File: src/rtl/core/sss_pkg.sv
`timescale 1ns / 1ps
`default_nettype none

package sss_pkg;

    // fixed field widths of the request and response
    localparam int CMD_W   = 2;
    localparam int VALUE_W = 8;
    localparam int SUM_W   = 12;
    localparam int WORD_W  = 64;
    localparam int BIT_W   = 6;

    typedef logic [CMD_W-1:0]   t_cmd;
    typedef logic [VALUE_W-1:0] t_value;
    typedef logic [SUM_W-1:0]   t_sum;

    // request command codes
    localparam t_cmd CMD_CLEAR = 2'd0;
    localparam t_cmd CMD_ADD   = 2'd1;
    localparam t_cmd CMD_FETCH = 2'd2;

    // controller to datapath commands
    typedef struct packed {
        logic take;
        logic clear;
        logic add_noop;
        logic add_prime;
        logic add_step;
        logic fetch_start;
        logic fetch_step;
        logic res_ok;
        logic res_rej;
        logic put;
    } t_dp_cmd;

    // datapath to controller status
    typedef struct packed {
        logic full;
        logic ws_out;
        logic d_zero;
        logic cur_out;
        logic hit;
        logic scan_last;
        logic out_free;
    } t_dp_stat;

endpackage

`default_nettype wire

File: src/rtl/core/sss_ctrl.sv
`timescale 1ns / 1ps
`default_nettype none

module sss_ctrl (
    input  wire logic              i_clk,
    input  wire logic              i_rst_n,
    input  wire logic              i_req_valid,
    input  wire sss_pkg::t_cmd     i_command,
    output logic                   o_req_ready,
    output sss_pkg::t_dp_cmd       o_cmd,
    input  wire sss_pkg::t_dp_stat i_stat
);
    import sss_pkg::*;

    typedef enum logic [8:0] {
        S_INIT       = 9'b000000001,
        S_IDLE       = 9'b000000010,
        S_CLEAR      = 9'b000000100,
        S_ADD_CHK    = 9'b000001000,
        S_ADD_RUN    = 9'b000010000,
        S_ADD_DRAIN  = 9'b000100000,
        S_FETCH_RD   = 9'b001000000,
        S_FETCH_SCAN = 9'b010000000,
        S_PUT        = 9'b100000000
    } t_state;

    t_state r_state;
    t_state n_state;

    // next state and command decode
    always_comb begin
        n_state     = r_state;
        o_cmd       = '0;
        o_req_ready = 1'b0;
        unique case (r_state)
            S_INIT: begin
                o_cmd.clear = 1'b1;
                n_state     = S_IDLE;
            end
            S_IDLE: begin
                o_req_ready = 1'b1;
                if (i_req_valid) begin
                    o_cmd.take = 1'b1;
                    unique case (i_command)
                        CMD_CLEAR: n_state = S_CLEAR;
                        CMD_ADD:   n_state = S_ADD_CHK;
                        CMD_FETCH: n_state = S_FETCH_RD;
                        default: begin
                            o_cmd.res_rej = 1'b1;
                            n_state       = S_PUT;
                        end
                    endcase
                end
            end
            S_CLEAR: begin
                o_cmd.clear  = 1'b1;
                o_cmd.res_ok = 1'b1;
                n_state      = S_PUT;
            end
            S_ADD_CHK: begin
                if (i_stat.full) begin
                    o_cmd.res_rej = 1'b1;
                    n_state       = S_PUT;
                end else if (i_stat.ws_out) begin
                    o_cmd.add_noop = 1'b1;
                    o_cmd.res_ok   = 1'b1;
                    n_state        = S_PUT;
                end else begin
                    o_cmd.add_prime = 1'b1;
                    o_cmd.res_ok    = 1'b1;
                    n_state         = S_ADD_RUN;
                end
            end
            S_ADD_RUN: begin
                o_cmd.add_step = 1'b1;
                if (i_stat.d_zero) begin
                    n_state = S_ADD_DRAIN;
                end
            end
            S_ADD_DRAIN: begin
                n_state = S_PUT;
            end
            S_FETCH_RD: begin
                if (i_stat.cur_out) begin
                    o_cmd.res_ok = 1'b1;
                    n_state      = S_PUT;
                end else begin
                    o_cmd.fetch_start = 1'b1;
                    n_state           = S_FETCH_SCAN;
                end
            end
            S_FETCH_SCAN: begin
                o_cmd.fetch_step = 1'b1;
                if (i_stat.hit || i_stat.scan_last) begin
                    n_state = S_PUT;
                end
            end
            S_PUT: begin
                if (i_stat.out_free) begin
                    o_cmd.put = 1'b1;
                    n_state   = S_IDLE;
                end
            end
            default: n_state = S_INIT;
        endcase
    end

    // state register
    always_ff @(posedge i_clk) begin
        if (!i_rst_n) begin
            r_state <= S_INIT;
        end else begin
            r_state <= n_state;
        end
    end

endmodule

`default_nettype wire

File: config.mk
export PLATFORM = sky130hd
export DESIGN_NAME = sss_ctrl
export DESIGN_NICKNAME = d
export VERILOG_FILES = /design/src/rtl/core/sss_pkg.sv /design/src/rtl/core/sss_ctrl.sv
export SDC_FILE = /design/constraint.sdc
export NUM_CORES = 1
export LEC_CHECK = 0
export BUFFER_PORTS_ARGS = -buffer_cell sky130_fd_sc_hd__buf_2
export CAP_MARGIN = 20
export CORE_UTILIZATION = 47
export CTS_CLUSTER_SIZE = 25
export DETAILED_ROUTE_END_ITERATION = 10
export PLACE_DENSITY = 0.85
export SLEW_MARGIN = 10
export SYNTH_ARGS = -nofsm -noshare
export SYNTH_HDL_FRONTEND = slang
export SYNTH_SLANG_ARGS = --single-unit
File: constraint.sdc
create_clock -name i_clk -period 2.09 [get_ports i_clk]
set_input_delay 0.209 -clock i_clk [delete_from_list [all_inputs] [get_ports i_clk]]
set_output_delay 0.209 -clock i_clk [all_outputs]
set_load 0.01 [all_outputs]
==> summary.txt, run 1 <==
Worst Reg2Reg Path Length in Cells: 6
total grt overflow: 0
DR vias/cell: 5.667
clk buf depth: 2
outcome: completed
TritonRoute pass-1 iters: 4
RR Startpoint: r_state[4]
Unique masters post-synth: 34
worst setup margin: 89.70 ps
Initial DRC Count: 23
final-report hold violation count: 0
Pwr per Cell Area: 531.4 nW/um^2
pin count of the biggest net entering global routing: 10
Syn Nets: 98
Final Critical Period: 2000 ps
core area: 1301 sq um
Cells after Synth: 86
slew margin rel.: 75.45%
most common cell after layout, fill and taps aside: buf_2
Setup violations, final: 0
CTS Buf Count: 3
Worst EP required: 1880 ps
All-Layer GR Usage: 24.05%
P_leak: 0.3627 nW
DP Area: 770.7 sq um
crit share post-route: 95.71%
die width: 39.35 um
DRC Markers: 0
FMAX: 499.9 MHz
post-cts sizing count: 0
vias in the first global route: 611
Max Cap Viol: 0
Max Transition Viols Final: 0
root buffer cell: clkbuf_4
register bank with the most flops: r_state
hold_ws: 188.9 ps
TritonCTS clock tree: done
max FFs per register: 9
Total Wirelength: 1578 um
initial antenna violation count: 0
Worst-path clk slew: 60 ps
Diodes inserted: 0
Sinks on Clock Net: 9
most frequent cells in the layout: 22 x buf_2, 9 x dfxtp_1, 8 x nor2_1
post-route design area: 812.0 sq um
Crit Path Category: reg -> out
met1 Use GR: 31.16%
nets: 124
I/O Pins: 23
Chip Height: 39.35 um
Fillers: 117
layout cell share with drive strength beyond 1: 27.03%
slew at the pin closest to its max-slew limit: 364.4 ps
total vias in the final route: 714
register area share after synthesis: 27.48%
worst vdd ir: 0.4018 mV
worst path arrival time: 1790 ps
Post-Syn Area per Cell: 7.624 sq um
Starting Density: 50.38%
Crit Path Max Fanout: 7
CTS H-tree depth: 1
Hold Startpoint: i_command[1]
reg2reg end: r_state[1]
Crit. End Element: output port
hold buffers post-CTS: 0
Largest regs: r_state (9)
Synth Register Bits: 9
hold crit path type: in -> reg
area of the mapped netlist: 655.6 sq um
pre-CTS setup slack: 273.0 ps
worst reg-to-reg setup slack: 330 ps
first-pass GRT wire length: 2539 um
die area: 1548 sq um
final setup TNS: 0 ps
synth warn: 0
routed length per instance: 12.52 um
GP Congestion: 0.8597
GR peak layer: met2
port bufs: 22
Layout area overhead: 23.85%
Clock Latency Late Sink: 250 ps
antenna violation net count after detailed routing: 0
crit path launch type: flip-flop
hold path depth: 2
met3 usage: 3.409%
M2 GR Usage: 39.58%
Worst Hold End: r_state[3]
row count: 13
clock skew: 4.229 ps
post-detail-place hpwl: 1260 um
## stage by stage
stage / std cells / utilization, % / total power [mW]
floorplan: 86 / - / 0.2680
global placement: 120 / 59.23 / 0.3025
detailed placement: 120 / 59.23 / 0.3059
CTS: 125 / 61.83 / 0.4332
global route: 126 / 62.40 / 0.4603
finish: 126 / 62.40 / 0.4315
## cells in the mapped netlist
master,instances,area [sq um]
nor3_4,1,16.27
o22ai_1,1,6.260
a31oi_1,1,6.260
nor4_4,1,21.27
o21ai_0,6,30.03
or4_1,1,7.510
nor4b_1,1,8.760
nand3b_1,1,7.510
o211ai_1,2,15.01
nand4_1,2,12.51
clkbuf_1,1,3.750
nor2_1,8,30.03
or3_1,4,25.02
nand2b_1,2,12.51
nand2_1,6,22.52
o21a_1,2,15.01
buf_2,2,10.01
and2_1,1,6.260
a32o_1,1,10.01
inv_1,6,22.52
o41ai_1,1,8.760
inv_2,1,3.750
nor4_1,3,18.77
xor2_1,1,8.760
a21boi_1,1,7.510
a21oi_1,2,10.01
nand4b_1,3,26.28
dfxtp_1,9,180.2
nand3_1,1,5.000
nor3_1,5,25.02
a21boi_0,1,7.510
nor3b_1,4,30.03
o31a_1,1,8.760
xnor2_1,3,26.28
## how the worst max path moves through the flow
| stage | from | to | depth (start not counted) |
|---|---|---|---|
| 2_1_floorplan | r_state[6] | o_cmd[1] | 6 |
| 6_report | r_state[4] | o_cmd[1] | 6 |
| 3_3_place_gp | r_state[4] | o_cmd[6] | 5 |
| 5_1_grt | r_state[4] | o_cmd[1] | 6 |
| 3_5_place_dp | r_state[4] | o_cmd[1] | 6 |
| 4_1_cts | r_state[7] | o_cmd[1] | 6 |
## kinds of logic (layout without fill, tap and decap cells)
logic type | Yosys count | after routing | synth area share (%)
buffers and inverters | 10 | 35 | 6.106
AOI/OAI and AO/OA | 19 | 19 | 19.09
and+or+nand+nor | 44 | 44 | 41.99
DFF | 9 | 9 | 27.48
xor gates and xnor gates | 4 | 4 | 5.344
## worst max-delay path: stages, from the launching register on
cell	delay, ps
dfxtp_1	380
nor4_4	390
nand4b_1	210
inv_2	120
and2_1	160
a32o_1	170
buf_2	120
## cell type report
cell class	instances	area (sq um)	share of cell area, %
Clock buffer	4	26.28	3.236
Tap cell	15	18.77	2.311
Multi-Input combinational cell	67	435.4	53.62
Timing Repair Buffer	24	125.1	15.41
Inverter	7	26.28	3.236
Sequential cell	9	180.2	22.19
## what timing repair did
action,4_1_cts,5_1_grt
endpoints found under the setup margin,1,2
pin swaps,1,2
buffers inserted,1,1
## metal layers
metal / wire [um] / part of all wire, %
met1: 707 / 45
met2: 814 / 52
met3: 46 / 2.9
met4: 10 / 0.63
met5: 0 / 0
## report_power, final
part / total (mW) / switching, mW / internal [mW]
sequential: 0.197 / 0.0171 / 0.180
clock: 0.126 / 0.0528 / 0.0731
combinational: 0.109 / 0.0553 / 0.0534
total: 0.431 / 0.125 / 0.306
Power figures use the tool's default switching activity.
==> run 2, diff against run 1 <==
- CORE_AREA: not set -> 2 2 39 41
- CORE_UTILIZATION: 47 -> not set
- DIE_AREA: not set -> 0 0 41 43
- PLACE_DENSITY: 0.85 -> 0.88
- clock period: 2.09 -> 2.5 ns (I/O delays scaled with it)
==> run 2 against run 1 <==
  * Critical path depth decreased by 1
  * Worst hold slack better by 21 ps
  * Sequential share of layout area is 0.38 points higher
  * Count of clock-buffer cells in the layout stayed put
  * Critical path type unchanged
  * Wire length up 12%
  * Global-route usage grew 0.24 points
  * First-iteration DRC count down 8.7%
  * Critical endpoint is now o_cmd[6]
  * Design area down 1.7%
  * Highest routed layer unchanged
  * Largest power group unchanged
  * Via count increased by 4.9%
  * Clock power shrank 10%
==> summary.txt, run 2 (synthesized netlist as in run 1, its figures left out) <==
die width: 41 um (was 39.35 um)
Diodes inserted: 0 (unchanged)
TritonCTS clock tree: done (unchanged)
crit share post-route: 86.00%
row count: 14 (was 13)
clock skew: 3.598 ps (was 4.229 ps)
slowest CP cell: nor4_4 (unchanged)
slew margin rel.: 72.30% (was 75.45%)
hold crit path type: in -> reg (unchanged)
Final Critical Period: 2150 ps
outcome: completed (unchanged)
first-pass GRT wire length: 2870 um (was 2539 um)
crit path launch type: flip-flop (unchanged)
Crit Path Category: reg -> out (unchanged)
most common cell after layout, fill and taps aside: buf_2 (unchanged)
slew at the pin closest to its max-slew limit: 412.4 ps (was 364.4 ps)
hold buffers post-CTS: 0 (unchanged)
RR Startpoint: r_state[5] (was r_state[4])
worst path arrival time: 1900 ps (was 1790 ps)
core area: 1384 sq um (was 1301 sq um)
Worst-path clk slew: 60 ps (about the same)
Worst Hold End: r_state[6] (was r_state[3])
max FFs per register: 9 (unchanged)
postcts setup bufs: 0 (was 1)
Setup violations, final: 0 (unchanged)
clk buf depth: 2 (unchanged)
Clock Latency Late Sink: 260 ps (was 250 ps)
Crit Path Max Fanout: 7 (unchanged)
reg2reg end: r_state[4] (was r_state[1])
Crit path largest cell delay: 460 ps (was 390 ps)
CP top delay family: simple AND/OR/NAND/NOR gates (unchanged)
die area: 1763 sq um (was 1548 sq um)
Initial DRC Count: 21 (was 23)
worst reg-to-reg setup slack: 770 ps (was 330 ps)
Max Cap Viol: 0 (unchanged)
TritonRoute pass-1 iters: 4 (unchanged)
P_leak: 0.3543 nW (was 0.3627 nW)
Sinks on Clock Net: 9 (unchanged)
most frequent cells in the layout: 22 x buf_2, 9 x dfxtp_1, 8 x nor2_1 (unchanged)
FMAX: 465.1 MHz
total grt overflow: 0 (unchanged)
port bufs: 22 (unchanged)
Chip Height: 43 um (was 39.35 um)
register bank with the most flops: r_state (unchanged)
layout cell share with drive strength beyond 1: 25.69% (was 27.03%)
root buffer cell: clkbuf_4 (unchanged)
Pwr per Cell Area: 463.8 nW/um^2 (was 531.4 nW/um^2)
final non-filler cell total: 125 (was 126)
final-report hold violation count: 0 (unchanged)
worst path bufs/invs: 2 (unchanged)
hold path depth: 2 (unchanged)
total vias in the final route: 749 (was 714)
dpl cells: 121 (was 120)
Largest regs: r_state (9) (unchanged)
RSZ-0062 raised after global routing: false
initial antenna violation count: 0 (unchanged)
Layout area overhead: 21.76% (was 23.85%)
Total Wirelength: 1763 um (was 1578 um)
DRC Markers: 0 (unchanged)
post-detail-place hpwl: 1312 um (was 1260 um)
DR vias/cell: 5.992 (was 5.667)
Starting Density: 47.38% (was 50.38%)
Worst Reg2Reg Path Length in Cells: 5 (was 6)
nets: 122 (was 124)
Fillers: 132 (was 117)
GP Congestion: 0.8965 (was 0.8597)
post-cts sizing count: 0 (unchanged)
All-Layer GR Usage: 24.29% (was 24.05%)
vias in the first global route: 670 (was 611)
Max Transition Viols Final: 0 (unchanged)
CTS Buf Count: 3 (unchanged)
final setup TNS: 0 ps (unchanged)
antenna violation net count after detailed routing: 0 (unchanged)
crit-path cells: nor4_4 > nand4b_1 > or3_1 > inv_1 > buf_2 (was nor4_4 > nand4b_1 > inv_2 > and2_1 > a32o_1 > buf_2)
Worst Setup SP: r_state[5] (was r_state[4])
pin count of the biggest net entering global routing: 10 (unchanged)
I/O Pins: 23 (unchanged)
Worst EP required: 2250 ps (was 1880 ps)
routed length per instance: 14.10 um (was 12.52 um)
Hold Startpoint: i_command[0] (was i_command[1])
CTS H-tree depth: 1 (unchanged)
Crit. End Element: output port (unchanged)
worst vdd ir: 0.3996 mV (was 0.4018 mV)
[run 2: cell count changes in the layout (fill, tap and decap cells not counted)]
| cell | previous run | this run |
|---|---|---|
| buf_4 | 2 | 0 |
[run 2: final cells by class]
class | count | area, sq um | share of cell area (%)
tap | 16 | 20.02 | 2.508
multi-input combinational | 67 | 435.4 | 54.55
timing repair buffer | 22 | 110.1 | 13.79
inverter | 7 | 26.28 | 3.292
sequential | 9 | 180.2 | 22.57
clock buffer | 4 | 26.28 | 3.292
[run 2: per-layer routing]
metal  global-route usage [%]  up-vias  wire, um
li1                         -      371         -
met1                    28.99      340       770
met2                    40.00       32       873
met3                    4.712        6        89
met4                    10.00        0        30
met5                        0        -         0
[run 2: per-stage QoR]
stage / setup slack [ps] / power [mW] / utilization, % / hold WS, ps / cell area [sq um]
after floorplan: 757.3 / 0.2241 / - / 315.9 / 655.6
after global placement: 714.7 / 0.2536 / 55.79 / 471.3 / 772.0
after detailed placement: 674.3 / 0.2576 / 55.79 / 482.4 / 772.0
after CTS: 380.6 / 0.3676 / 57.69 / 209.1 / 798.3
after global routing: 237.1 / 0.3898 / 57.69 / 220.3 / 798.3
final: 350.0 / 0.3703 / 57.69 / 210.2 / 798.3
[run 2: power breakdown]
group | total, mW | internal, mW | switching, mW
logic | 0.0912 | 0.0427 | 0.0485
registers | 0.166 | 0.150 | 0.0159
clock network | 0.113 | 0.0616 | 0.0513
[run 2: how the worst max path moves through the flow]
| stage | endpoint | cells after the start | slack (ps) |
|---|---|---|---|
| detailed placement | o_cmd[6] | 5 | 670 |
| global placement | o_cmd[6] | 5 | 710 |
| global route | o_cmd[6] | 5 | 240 |
| CTS | o_cmd[6] | 5 | 380 |
| finish | o_cmd[6] | 5 | 350 |
| floorplan | o_cmd[1] | 6 | 760 |
==> run 3, diff against run 2 <==
- CORE_AREA: 2 2 39 41 -> not set
- CORE_MARGIN: not set -> 10
- CORE_UTILIZATION: not set -> 35
- DIE_AREA: 0 0 41 43 -> not set
- PLACE_DENSITY: 0.88 -> 0.68
==> run 3 against run 2 <==
  * Final cell count rose by 7.2%
  * Combinational power fell by 2%
  * Critical endpoint is now o_cmd[1]
  * Clock power barely moved
  * First-iteration DRC count rose by 110%
  * Sequential cell count did not move
  * Clock skew rose by 1.7 ps
  * Sequential power barely moved
  * Sequential share of layout area fell by 0.31 points
  * Design area rose by 1.4%
  * Fmax fell by 0.58%
  * Critical path type unchanged
  * Via count fell by 0.93%
  * Count of clock-buffer cells in the layout did not move
==> summary.txt, run 3 (synthesized netlist as in run 1, its figures left out) <==
slew at the pin closest to its max-slew limit: 413.0 ps (was 412.4 ps)
Sinks on Clock Net: 9 (unchanged)
Total Wirelength: 1860 um (was 1763 um)
max FFs per register: 9 (unchanged)
CTS Buf Count: 3 (unchanged)
post-detail-place hpwl: 1494 um (was 1312 um)
Chip Height: 63.28 um (was 43 um)
Final Critical Period: 2163 ps (was 2150 ps)
nets: 122 (unchanged)
port bufs: 22 (unchanged)
antenna violation net count after detailed routing: 0 (unchanged)
slew margin rel.: 72.26% (was 72.30%)
die width: 63.28 um (was 41 um)
hold crit path type: in -> reg (unchanged)
pin count of the biggest net entering global routing: 10 (unchanged)
hold_ws: 199.6 ps (was 210.2 ps)
layout cell share with drive strength beyond 1: 25.69% (unchanged)
TritonCTS clock tree: done (unchanged)
I/O Pins: 23 (unchanged)
Clock Latency Late Sink: 260 ps (about the same)
worst reg-to-reg setup slack: 800 ps (was 770 ps)
Crit Path Max Fanout: 7 (unchanged)
switch share: 31.05% (was 31.26%)
clock skew: 5.326 ps (was 3.598 ps)
DR vias/cell: 5.537 (was 5.992)
Net Sw Power: 114.6 uW (was 115.7 uW)
most frequent cells in the layout: 22 x buf_2, 9 x dfxtp_1, 8 x nor2_1 (unchanged)
Fillers: 178 (was 132)
final-report hold violation count: 0 (unchanged)
routed length per instance: 13.88 um (was 14.10 um)
register bank with the most flops: r_state (unchanged)
total vias in the final route: 742 (was 749)
initial antenna violation count: 0 (unchanged)
FMAX: 462.4 MHz (was 465.1 MHz)
root buffer cell: clkbuf_4 (unchanged)
vias in the first global route: 690 (was 670)
Worst EP required: 2250 ps (about the same)
CTS H-tree depth: 1 (unchanged)
crit share post-route: 86.50% (was 86.00%)
final non-filler cell total: 134 (was 125)
pre-CTS setup slack: 644.4 ps (was 674.3 ps)
worst path arrival time: 1910 ps (was 1900 ps)
dpl cells: 130 (was 121)
clock network power share: 31.0% (was 30.5%)
crit path launch type: flip-flop (unchanged)
Layout area overhead: 23.47% (was 21.76%)
outcome: completed (unchanged)
Max Transition Viols Final: 0 (unchanged)
Initial DRC Count: 45 (was 21)
P_int: 254.6 uW (was 254.5 uW)
first-pass GRT wire length: 2946 um (was 2870 um)
All-Layer GR Usage: 8.776% (was 24.29%)
Starting Density: 37.56% (was 47.38%)
Crit. End Element: output port (unchanged)
Pwr per Cell Area: 456.0 nW/um^2 (was 463.8 nW/um^2)
clk buf depth: 2 (unchanged)
worst setup margin: 337.4 ps (was 350.0 ps)
row count: 15 (was 14)
GP Congestion: 0.8683 (was 0.8965)
P_leak: 0.3543 nW (unchanged)
Diodes inserted: 0 (unchanged)
core area: 1745 sq um (was 1384 sq um)
TritonRoute pass-1 iters: 5 (was 4)
Worst-path clk slew: 60 ps (about the same)
post-cts sizing count: 0 (unchanged)
total grt overflow: 0 (unchanged)
Setup violations, final: 0 (unchanged)
part of the power in registers: 44.6% (was 44.9%)
combinational share of power: 24.3% (was 24.6%)
RSZ-0062 raised after global routing: false (unchanged)
DRC Markers: 0 (unchanged)
Max Cap Viol: 0 (unchanged)
Largest regs: r_state (9) (unchanged)
die area: 4004 sq um (was 1763 sq um)
Crit Path Category: reg -> out (unchanged)
hold buffers post-CTS: 0 (unchanged)
worst vdd ir: 0.2909 mV (was 0.3996 mV)
final setup TNS: 0 ps (unchanged)
postcts setup bufs: 0 (unchanged)
most common cell after layout, fill and taps aside: buf_2 (unchanged)
==> run 3: cell counts in the layout (fill, tap and decap cells not counted) <==
Identical to the previous run, type by type.
==> run 3: stage by stage <==
step	util [%]	power, mW	cell area [sq um]
final	46.38	0.3692	809.5
after global routing	46.38	0.3860	809.5
after CTS	46.38	0.3697	809.5
after detailed placement	44.87	0.2569	783.3
after global placement	44.87	0.2564	783.3
after floorplan	-	0.2241	655.6
==> run 3: critical path: stages (launching register included) <==
cell and delay, ps:
dfxtp_1 380, nor4_4 470, nand4b_1 240, inv_2 130
and2_1 150, a32o_1 160, buf_2 120
==> run 3: cell type report <==
| cell class | instances | area, sq um | share of cell area [%] |
|---|---|---|---|
| multi-input cells | 67 | 435.4 | 53.79 |
| flip-flops and latches | 9 | 180.2 | 22.26 |
| repair buffers | 22 | 110.1 | 13.60 |
| well taps | 25 | 31.28 | 3.864 |
| clock buffers | 4 | 26.28 | 3.246 |
| inverters | 7 | 26.28 | 3.246 |
==> run 3: layer usage <==
metal	up-vias	share of wire (%)	GRT usage [%]
li1	363	-	-
met1	331	46	10.09
met2	44	43	13.83
met3	4	9.4	3.534
met4	0	1.2	4.098
met5	-	0	0
==> run 3: final timing paths <==
check,from,cells past startpoint,end
worst max-delay path,r_state[4],6,o_cmd[1]
worst min-delay path,i_command[0],2,r_state[2]
worst max register to register,r_state[4],5,r_state[1]
worst min register to register,r_state[4],2,r_state[4]
==> run 3: power by group through the flow <==
| stage | clock network [mW] | logic (mW) | registers (mW) |
|---|---|---|---|
| after floorplan | 0 | 0.0607 | 0.163 |
| after global placement | 0 | 0.0890 | 0.167 |
| after detailed placement | 0 | 0.0893 | 0.168 |
| after CTS | 0.115 | 0.0901 | 0.164 |
| after global routing | 0.122 | 0.0984 | 0.165 |
| final | 0.115 | 0.0898 | 0.165 |
